$ cat config.mk
export PLATFORM = sky130hd
export DESIGN_NAME = sha1_hash_engine
export DESIGN_NICKNAME = d
export VERILOG_FILES = /design/src/sha1_pkg.sv /design/src/sha1_core.sv /design/src/sha1_hash_engine.sv
export SDC_FILE = /design/constraint.sdc
export NUM_CORES = 2
export LEC_CHECK = 0
export BUFFER_PORTS_ARGS = -buffer_cell sky130_fd_sc_hd__buf_2
export CAP_MARGIN = 40
export CORE_MARGIN = 2
export CORE_UTILIZATION = 60
export CTS_CLUSTER_SIZE = 16
export DETAILED_ROUTE_END_ITERATION = 8
export PLACE_DENSITY = 0.77
export SLEW_MARGIN = 15
export SYNTH_ARGS = -nofsm -noshare
export SYNTH_HDL_FRONTEND = slang
export SYNTH_SLANG_ARGS = --single-unit
$ cat constraint.sdc
create_clock -name aclk -period 21.2 [get_ports aclk]
set_input_delay 1.06 -clock aclk [delete_from_list [all_inputs] [get_ports aclk]]
set_output_delay 1.06 -clock aclk [all_outputs]
set_load 0.02 [all_outputs]
$ cat src/sha1_pkg.sv
// ----------------------------------------------------------------------------
// SHA-1 package
// Constants, round keys and control structs shared by the engine modules.
// ----------------------------------------------------------------------------
package sha1_pkg;

    localparam int WORD_W       = 32;
    localparam int DIGEST_WORDS = 5;
    localparam int BLOCK_WORDS  = 16;
    localparam int ROUND_COUNT  = 80;
    localparam int IDX_W        = 3;
    localparam int FILL_W       = 4;
    localparam int LEN_W        = 64;

    typedef logic [WORD_W-1:0] word_t;
    typedef logic [IDX_W-1:0]  word_idx_t;

    // Initial chaining values h0..h4
    localparam word_t H_INIT [DIGEST_WORDS] = '{
        32'h67452301, 32'hEFCDAB89, 32'h98BADCFE, 32'h10325476, 32'hC3D2E1F0
    };

    // Round constants, one per group of twenty rounds
    localparam word_t K_ROUND0 = 32'h5A827999;
    localparam word_t K_ROUND1 = 32'h6ED9EBA1;
    localparam word_t K_ROUND2 = 32'h8F1BBCDC;
    localparam word_t K_ROUND3 = 32'hCA62C1D6;

    // Padding marker for a word that opens with the 0x80 byte
    localparam word_t PAD_MARK = 32'h80000000;

    localparam logic [2:0]      FULL_BYTES    = 3'd4;
    localparam word_idx_t       LAST_WORD_IDX = word_idx_t'(DIGEST_WORDS - 1);
    localparam logic [FILL_W-1:0] LEN_HI_SLOT = FILL_W'(BLOCK_WORDS - 2);
    localparam logic [FILL_W-1:0] LAST_SLOT   = FILL_W'(BLOCK_WORDS - 1);

    // Sequencer to compression unit
    typedef struct packed {
        logic  shift;   // push word into the schedule window
        word_t word;
        logic  start;   // begin compressing the window
        logic  init;    // restore initial chaining values
    } sha1_ctrl_t;

    // Compression unit to sequencer
    typedef struct packed {
        logic busy;
    } sha1_stat_t;

endpackage

$ cat src/sha1_core.sv
// ----------------------------------------------------------------------------
// SHA-1 compression unit
// Holds the 16-word schedule window and the chaining words, and runs one
// round per cycle through a shared round datapath, then one chaining add.
// ----------------------------------------------------------------------------
module sha1_core (
    input  logic                 aclk,
    input  logic                 aresetn,
    input  sha1_pkg::sha1_ctrl_t ctrl,
    output sha1_pkg::sha1_stat_t stat,
    input  sha1_pkg::word_idx_t  rd_idx,
    output sha1_pkg::word_t      rd_word
);
    import sha1_pkg::*;

    localparam int RND_W = $clog2(ROUND_COUNT + 1);
    localparam logic [RND_W-1:0] ADD_STEP = RND_W'(ROUND_COUNT);

    word_t            win_reg   [BLOCK_WORDS];
    word_t            win_next  [BLOCK_WORDS];
    word_t            chain_reg [DIGEST_WORDS];
    word_t            chain_next[DIGEST_WORDS];
    word_t            a_reg, b_reg, c_reg, d_reg, e_reg;
    word_t            a_next, b_next, c_next, d_next, e_next;
    logic [RND_W-1:0] round_reg, round_next;
    logic             busy_reg, busy_next;

    word_t f_val;
    word_t k_val;
    word_t t_val;
    word_t x_val;

    // Round function and key for the current round
    always_comb begin
        if (round_reg < RND_W'(20)) begin
            f_val = (b_reg & c_reg) | (~b_reg & d_reg);
            k_val = K_ROUND0;
        end else if (round_reg < RND_W'(40)) begin
            f_val = b_reg ^ c_reg ^ d_reg;
            k_val = K_ROUND1;
        end else if (round_reg < RND_W'(60)) begin
            f_val = (b_reg & c_reg) | (b_reg & d_reg) | (c_reg & d_reg);
            k_val = K_ROUND2;
        end else begin
            f_val = b_reg ^ c_reg ^ d_reg;
            k_val = K_ROUND3;
        end
        t_val = {a_reg[26:0], a_reg[31:27]} + f_val + e_reg + k_val + win_reg[0];
        x_val = win_reg[13] ^ win_reg[8] ^ win_reg[2] ^ win_reg[0];
    end

    // Window, working variables, round counter and chaining words
    always_comb begin
        win_next   = win_reg;
        chain_next = chain_reg;
        a_next     = a_reg;
        b_next     = b_reg;
        c_next     = c_reg;
        d_next     = d_reg;
        e_next     = e_reg;
        round_next = round_reg;
        busy_next  = busy_reg;

        if (busy_reg) begin
            if (round_reg == ADD_STEP) begin
                // Fold the working variables into the chain
                chain_next[0] = chain_reg[0] + a_reg;
                chain_next[1] = chain_reg[1] + b_reg;
                chain_next[2] = chain_reg[2] + c_reg;
                chain_next[3] = chain_reg[3] + d_reg;
                chain_next[4] = chain_reg[4] + e_reg;
                busy_next     = 1'b0;
            end else begin
                // One round, and slide the window by one expanded word
                for (int i = 0; i < BLOCK_WORDS - 1; i++) begin
                    win_next[i] = win_reg[i+1];
                end
                win_next[BLOCK_WORDS-1] = {x_val[30:0], x_val[31]};
                a_next     = t_val;
                b_next     = a_reg;
                c_next     = {b_reg[1:0], b_reg[31:2]};
                d_next     = c_reg;
                e_next     = d_reg;
                round_next = round_reg + RND_W'(1);
            end
        end else begin
            if (ctrl.shift) begin
                for (int i = 0; i < BLOCK_WORDS - 1; i++) begin
                    win_next[i] = win_reg[i+1];
                end
                win_next[BLOCK_WORDS-1] = ctrl.word;
            end
            if (ctrl.start) begin
                a_next     = chain_reg[0];
                b_next     = chain_reg[1];
                c_next     = chain_reg[2];
                d_next     = chain_reg[3];
                e_next     = chain_reg[4];
                round_next = '0;
                busy_next  = 1'b1;
            end
        end

        if (ctrl.init) begin
            chain_next = H_INIT;
        end
    end

    // Control and chaining state
    always_ff @(posedge aclk) begin
        if (!aresetn) begin
            busy_reg  <= 1'b0;
            round_reg <= '0;
            chain_reg <= H_INIT;
        end else begin
            busy_reg  <= busy_next;
            round_reg <= round_next;
            chain_reg <= chain_next;
        end
    end

    // Datapath registers, no reset
    always_ff @(posedge aclk) begin
        win_reg <= win_next;
        a_reg   <= a_next;
        b_reg   <= b_next;
        c_reg   <= c_next;
        d_reg   <= d_next;
        e_reg   <= e_next;
    end

    assign stat.busy = busy_reg;

    // Digest word read-out
    always_comb begin
        case (rd_idx)
            3'd0:    rd_word = chain_reg[0];
            3'd1:    rd_word = chain_reg[1];
            3'd2:    rd_word = chain_reg[2];
            3'd3:    rd_word = chain_reg[3];
            default: rd_word = chain_reg[4];
        endcase
    end

endmodule

$ cat src/sha1_hash_engine.sv
// ----------------------------------------------------------------------------
// SHA-1 hash engine
// Collects message words, pads the tail with the marker and bit length, and
// emits the five digest words after the last block.
// ----------------------------------------------------------------------------
//  channel | ports                                    | direction
//  --------+------------------------------------------+----------
//  s_      | s_data, s_byte_count, s_final_req        | in
//  m_      | m_digest_word, m_word_index, m_last_word | out
//
//  A word is taken while the round unit is idle; the word that fills a block
//  starts the 80 rounds plus the chaining add in the round unit, and no word
//  is taken until they are done.
//  A final item adds up to 18 padding shifts and one or two compressions,
//  then five output transfers. No input is taken until the last is done.
//  aresetn (synchronous) restores h0..h4 and clears length and fill count.
//  A stalled m_ready holds the current digest word.
// ----------------------------------------------------------------------------
module sha1_hash_engine (
    input  logic                     aclk,
    input  logic                     aresetn,
    input  logic                     s_valid,
    output logic                     s_ready,
    input  logic [31:0]              s_data,
    input  logic [2:0]               s_byte_count,
    input  logic                     s_final_req,
    output logic                     m_valid,
    input  logic                     m_ready,
    output logic [31:0]              m_digest_word,
    output logic [2:0]               m_word_index,
    output logic                     m_last_word
);
    import sha1_pkg::*;

    typedef enum logic [3:0] {
        S_IDLE   = 4'b0001,
        S_PAD    = 4'b0010,
        S_FINISH = 4'b0100,
        S_OUT    = 4'b1000
    } state_t;

    state_t             state_reg, state_next;
    logic [FILL_W-1:0]  fill_reg, fill_next;
    logic [LEN_W-1:0]   len_reg, len_next;
    word_t              pad_word_reg, pad_word_next;
    logic               pad_pend_reg, pad_pend_next;
    logic               len_hi_done_reg, len_hi_done_next;
    word_idx_t          out_idx_reg, out_idx_next;

    sha1_ctrl_t ctrl;
    sha1_stat_t stat;
    word_t      rd_word;
    logic       accept;
    logic [2:0] bc_eff;
    word_t      tail_word;

    sha1_core u_core (
        .aclk    (aclk),
        .aresetn (aresetn),
        .ctrl    (ctrl),
        .stat    (stat),
        .rd_idx  (out_idx_reg),
        .rd_word (rd_word)
    );

    assign s_ready = (state_reg == S_IDLE) && !stat.busy;
    assign accept  = s_valid && s_ready;

    // Clamp the byte count and build the marker word for a short tail
    always_comb begin
        bc_eff = (s_byte_count > FULL_BYTES) ? FULL_BYTES : s_byte_count;
        case (bc_eff)
            3'd0:    tail_word = PAD_MARK;
            3'd1:    tail_word = {s_data[31:24], 24'h800000};
            3'd2:    tail_word = {s_data[31:16], 16'h8000};
            3'd3:    tail_word = {s_data[31:8], 8'h80};
            default: tail_word = PAD_MARK;
        endcase
    end

    // Sequencer
    always_comb begin
        state_next       = state_reg;
        fill_next        = fill_reg;
        len_next         = len_reg;
        pad_word_next    = pad_word_reg;
        pad_pend_next    = pad_pend_reg;
        len_hi_done_next = len_hi_done_reg;
        out_idx_next     = out_idx_reg;
        ctrl.shift       = 1'b0;
        ctrl.word        = s_data;
        ctrl.start       = 1'b0;
        ctrl.init        = 1'b0;

        case (state_reg)
            S_IDLE: begin
                if (accept) begin
                    if (!s_final_req) begin
                        // Store a full word, compress when the block fills
                        ctrl.shift = 1'b1;
                        ctrl.start = (fill_reg == LAST_SLOT);
                        fill_next  = fill_reg + FILL_W'(1);
                        len_next   = len_reg + LEN_W'(32);
                    end else begin
                        len_next         = len_reg + LEN_W'({bc_eff, 3'b000});
                        pad_pend_next    = 1'b1;
                        len_hi_done_next = 1'b0;
                        state_next       = S_PAD;
                        if (bc_eff == FULL_BYTES) begin
                            ctrl.shift    = 1'b1;
                            ctrl.start    = (fill_reg == LAST_SLOT);
                            fill_next     = fill_reg + FILL_W'(1);
                            pad_word_next = PAD_MARK;
                        end else begin
                            pad_word_next = tail_word;
                        end
                    end
                end
            end
            S_PAD: begin
                if (!stat.busy) begin
                    ctrl.shift = 1'b1;
                    if (pad_pend_reg) begin
                        // Marker word
                        ctrl.word     = pad_word_reg;
                        ctrl.start    = (fill_reg == LAST_SLOT);
                        fill_next     = fill_reg + FILL_W'(1);
                        pad_pend_next = 1'b0;
                    end else if (len_hi_done_reg) begin
                        // Low length word closes the last block
                        ctrl.word  = len_reg[31:0];
                        ctrl.start = 1'b1;
                        fill_next  = '0;
                        state_next = S_FINISH;
                    end else if (fill_reg == LEN_HI_SLOT) begin
                        ctrl.word        = len_reg[63:32];
                        fill_next        = fill_reg + FILL_W'(1);
                        len_hi_done_next = 1'b1;
                    end else begin
                        // Zero fill; an overflowing tail compresses here
                        ctrl.word  = '0;
                        ctrl.start = (fill_reg == LAST_SLOT);
                        fill_next  = fill_reg + FILL_W'(1);
                    end
                end
            end
            S_FINISH: begin
                if (!stat.busy) begin
                    out_idx_next = '0;
                    state_next   = S_OUT;
                end
            end
            S_OUT: begin
                if (m_ready) begin
                    if (out_idx_reg == LAST_WORD_IDX) begin
                        // Re-initialize for the next message
                        ctrl.init  = 1'b1;
                        len_next   = '0;
                        fill_next  = '0;
                        state_next = S_IDLE;
                    end else begin
                        out_idx_next = out_idx_reg + word_idx_t'(1);
                    end
                end
            end
            default: begin
                state_next = S_IDLE;
            end
        endcase
    end

    // Control state
    always_ff @(posedge aclk) begin
        if (!aresetn) begin
            state_reg       <= S_IDLE;
            fill_reg        <= '0;
            len_reg         <= '0;
            pad_pend_reg    <= 1'b0;
            len_hi_done_reg <= 1'b0;
            out_idx_reg     <= '0;
        end else begin
            state_reg       <= state_next;
            fill_reg        <= fill_next;
            len_reg         <= len_next;
            pad_pend_reg    <= pad_pend_next;
            len_hi_done_reg <= len_hi_done_next;
            out_idx_reg     <= out_idx_next;
        end
    end

    // Pad word, no reset
    always_ff @(posedge aclk) begin
        pad_word_reg <= pad_word_next;
    end

    assign m_valid       = (state_reg == S_OUT);
    assign m_digest_word = rd_word;
    assign m_word_index  = out_idx_reg;
    assign m_last_word   = (out_idx_reg == LAST_WORD_IDX);

endmodule

==> impl_metrics.csv <==
group,metric,value,unit
setup_path,cpLargestDelayFamily,"adder cells",
synth,ys_seq_elements,939,
detailed_routing,viasPerCell,6.16,
grt,grt_util_all_layers,29.3,%
grt,met3_usage,4.29,%
grt,grt_pass1_vias,31700,
cts,path_clk_slew,0.06,ns
detailed_routing,drtIter0Drc,3306,
synth,syn_area_per_cell,11.7,um^2
cts,cts-resized-gates,0,
detailed_routing,wl_per_cell,22.6,um
place,place_congestion,0.968,
cts,clk_latency,0.67,ns
sta,hold_violations,0,
grt,met1_usage,41.5,%
cts,root_buffer,"clkbuf_16",
synth,yosys.area.top_type_share,43.8,%
detailed_routing,wl,120000,um
cts,cts.repair_timing.setup_buffer_count,0,
setup_path,crit_fanout,29,
job,drv_cap,0,
die,ios,78,
setup_path,worstPathArrival,7.30,ns
finish,final_layout_size_suffix_gt1_share,10.9,%
die,fp.dieH,286,um
place,dp_hpwl,82600,um
synth,synth.most_common_cell,"edfxtp_1",
place,port_buffers,77,
die,die_w,286,um
detailed_routing,ant_nets,0,
grt,grt_max_degree,223,
power_and_ir_drop,p_leak,19.7,nW
sta,fin_crit,6.88,ns
finish,nFillCells,5711,
detailed_routing,vias,32600,
grt,grt_overflow,0,
finish,nNetsFinal,4547,
synth,ys_types,85,
finish,multi_input_area,20600,um^2
sta,period_share,32.4,%
grt,antenna_found_initial,0,
synth,syn-num-nets,4470,
grt,grt_pass1_wl,185000,um
place,dpl_cell_area,49400,um^2
setup_path,critPathSlowestCell,"fa_1",
setup_path,critPathBufInv,5,
die,initial_utilization,60.6,%
synth,ys.flop_type,"edfxtp_1",
power_and_ir_drop,powerDensity,81.9,nW/um^2
die,dieArea,81900,um^2
detailed_routing,drt_first_pass_iters,9,
finish,area_growth,10.5,%
synth,synth_edf_count,697,
hold_path,min_path_type,"reg2reg",
power_and_ir_drop,ir_worst_vdd,0.0678,mV
synth,synth_largest_area_cell,"edfxtp_1",
sta,max_freq,0.145,GHz
synth,yosys-top-cells-area,"edfxtp_1 (44%), dfxtp_1 (10%), ha_1 (6.1%), fa_1 (5.2%), mux2_2 (3.5%)",
synth,syn_inst,4072,
sta,tns,0,ns
setup_path,startpoint_type,"flip-flop",
finish,fin_util,67.0,%
sta,worstMarginPinSlew,1.17,ns
synth,yosys_warnings,0,
setup_path,end_kind,"flip-flop",
cts,numCtsBuffers,97,
synth,ys_seq_area_share,53.9,%
synth,ys_async_sr_fraction,0,%
finish,largest_reg_flops,512,
power_and_ir_drop,total_power,4.33,mW
sta,fin_worst_skew,0.0331,ns
cts,cts_tree,"done",
cts,htree_levels,3,
sta,final_max_slew_viol_count,0,
cts,hold_buffers,0,
die,core-area,78900,um^2
setup_path,cp_data_required_time,21.62,ns
setup_path,critPathKind,"reg2reg",
sta,rsz0062_at_grt,"false",
status,outcome,"finished, final reports clean",
sta,fin_hold_ws,0.409,ns
cts,cts_max_path_buffers,3,
die,row_count,103,
synth,synth.cell_area,47800,um^2
synth,synth_common_cells,"edfxtp_1 (697), nand2_1 (320), a21oi_1 (293)",
detailed_routing,drc,0,
cts,numClockSinks,939,
grt,grt.met2_usage,45.8,%
finish,postLayoutCellArea,52800,um^2
sta,setup_viol,0,
setup_path,cpPeakStageDelay,0.52,ns
grt,grt_busiest_layer,"met2",
sta,slew-limit-headroom,21.8,%
finish,ff_latch_area,25800,um^2
==> final cells by class <==
type / count / area share, %
diodes: 1 / 0.00474
clock buffers: 128 / 5.08
clock inverters: 53 / 1.11
inverters: 235 / 1.67
multi-input cells: 2752 / 39.0
flip-flops and latches: 939 / 48.8
well taps: 1050 / 2.49
repair buffers: 124 / 1.81
==> cells in the final DEF, fill, tap and decap left out, types with 30 or more instances in the layout <==
cell type / n
xnor2_1: 182
nor2_1: 260
mux2_2: 148
and3_1: 37
nand2b_1: 30
inv_1: 232
nor2b_1: 70
ha_1: 233
clkbuf_16: 98
a22oi_1: 64
o21a_1: 70
o21ai_0: 185
edfxtp_1: 697
and2_1: 31
a21oi_1: 293
buf_2: 78
buf_4: 34
a21o_1: 69
dfxtp_1: 241
xor2_1: 115
or3_1: 30
nor3_1: 40
o211ai_1: 53
fa_1: 125
nand2_1: 317
nand3_1: 93
==> per-stage QoR <==
stage	worst slack (ns)	instances
2_1_floorplan	3.55	4072
3_3_place_gp	14.43	5088
3_5_place_dp	14.38	5096
4_1_cts	14.35	5277
5_1_grt	13.75	5281
6_report	14.32	5282
==> path summary, 6_finish.rpt <==
kind	start	endpoint	slack (ns)	depth (start not counted)
max reg2reg	u_core.round_reg[4]$_SDFFE_PN0P_	u_core.a_reg[30]$_DFFE_PP_	14.32	26
min	u_core.win_reg[400]$_DFFE_PP_	u_core.win_reg[432]$_DFFE_PP_	0.41	0
min reg2reg	u_core.win_reg[400]$_DFFE_PP_	u_core.win_reg[432]$_DFFE_PP_	0.41	0
max	u_core.round_reg[4]$_SDFFE_PN0P_	u_core.a_reg[30]$_DFFE_PP_	14.32	26
==> worst register-to-register path, delay by kind of cell (launching register included) <==
| family | cells | cell delay [ns] |
|---|---|---|
| adder cells (fa/ha/maj) | 4 | 1.84 |
| multiplexers | 1 | 0.26 |
| AO/OA/AOI/OAI | 7 | 1.66 |
| buffers and inverters | 5 | 0.91 |
| AND/OR/NAND/NOR | 8 | 1.55 |
| flip-flops | 1 | 0.37 |
| XOR/XNOR | 1 | 0.08 |
==> kinds of logic after synthesis <==
family,after synthesis,synth area share (%)
AND/OR/NAND/NOR,989,9.72
AO/OA/AOI/OAI,950,12.8
flip-flops,939,53.9
buffers and inverters,381,3.00
adder cells (fa/ha/maj),358,11.3
XOR/XNOR,297,5.44
multiplexers,158,3.70
==> per-layer routing <==
metal  share of wire (%)  vias up
met4                 4.2        0
met2                  46     1330
met1                  42    16000
met5                   0        -
li1                    -    15000
met3                 7.8      263
==> power by group <==
part           switching (mW)  internal [mW]  total (mW)
Sequential             0.0667           2.19        2.26
Clock                   0.740          0.998        1.74
Combinational           0.217          0.115       0.332
Total                    1.02           3.30        4.33
No activity file was read; power rests on OpenSTA's default activity.
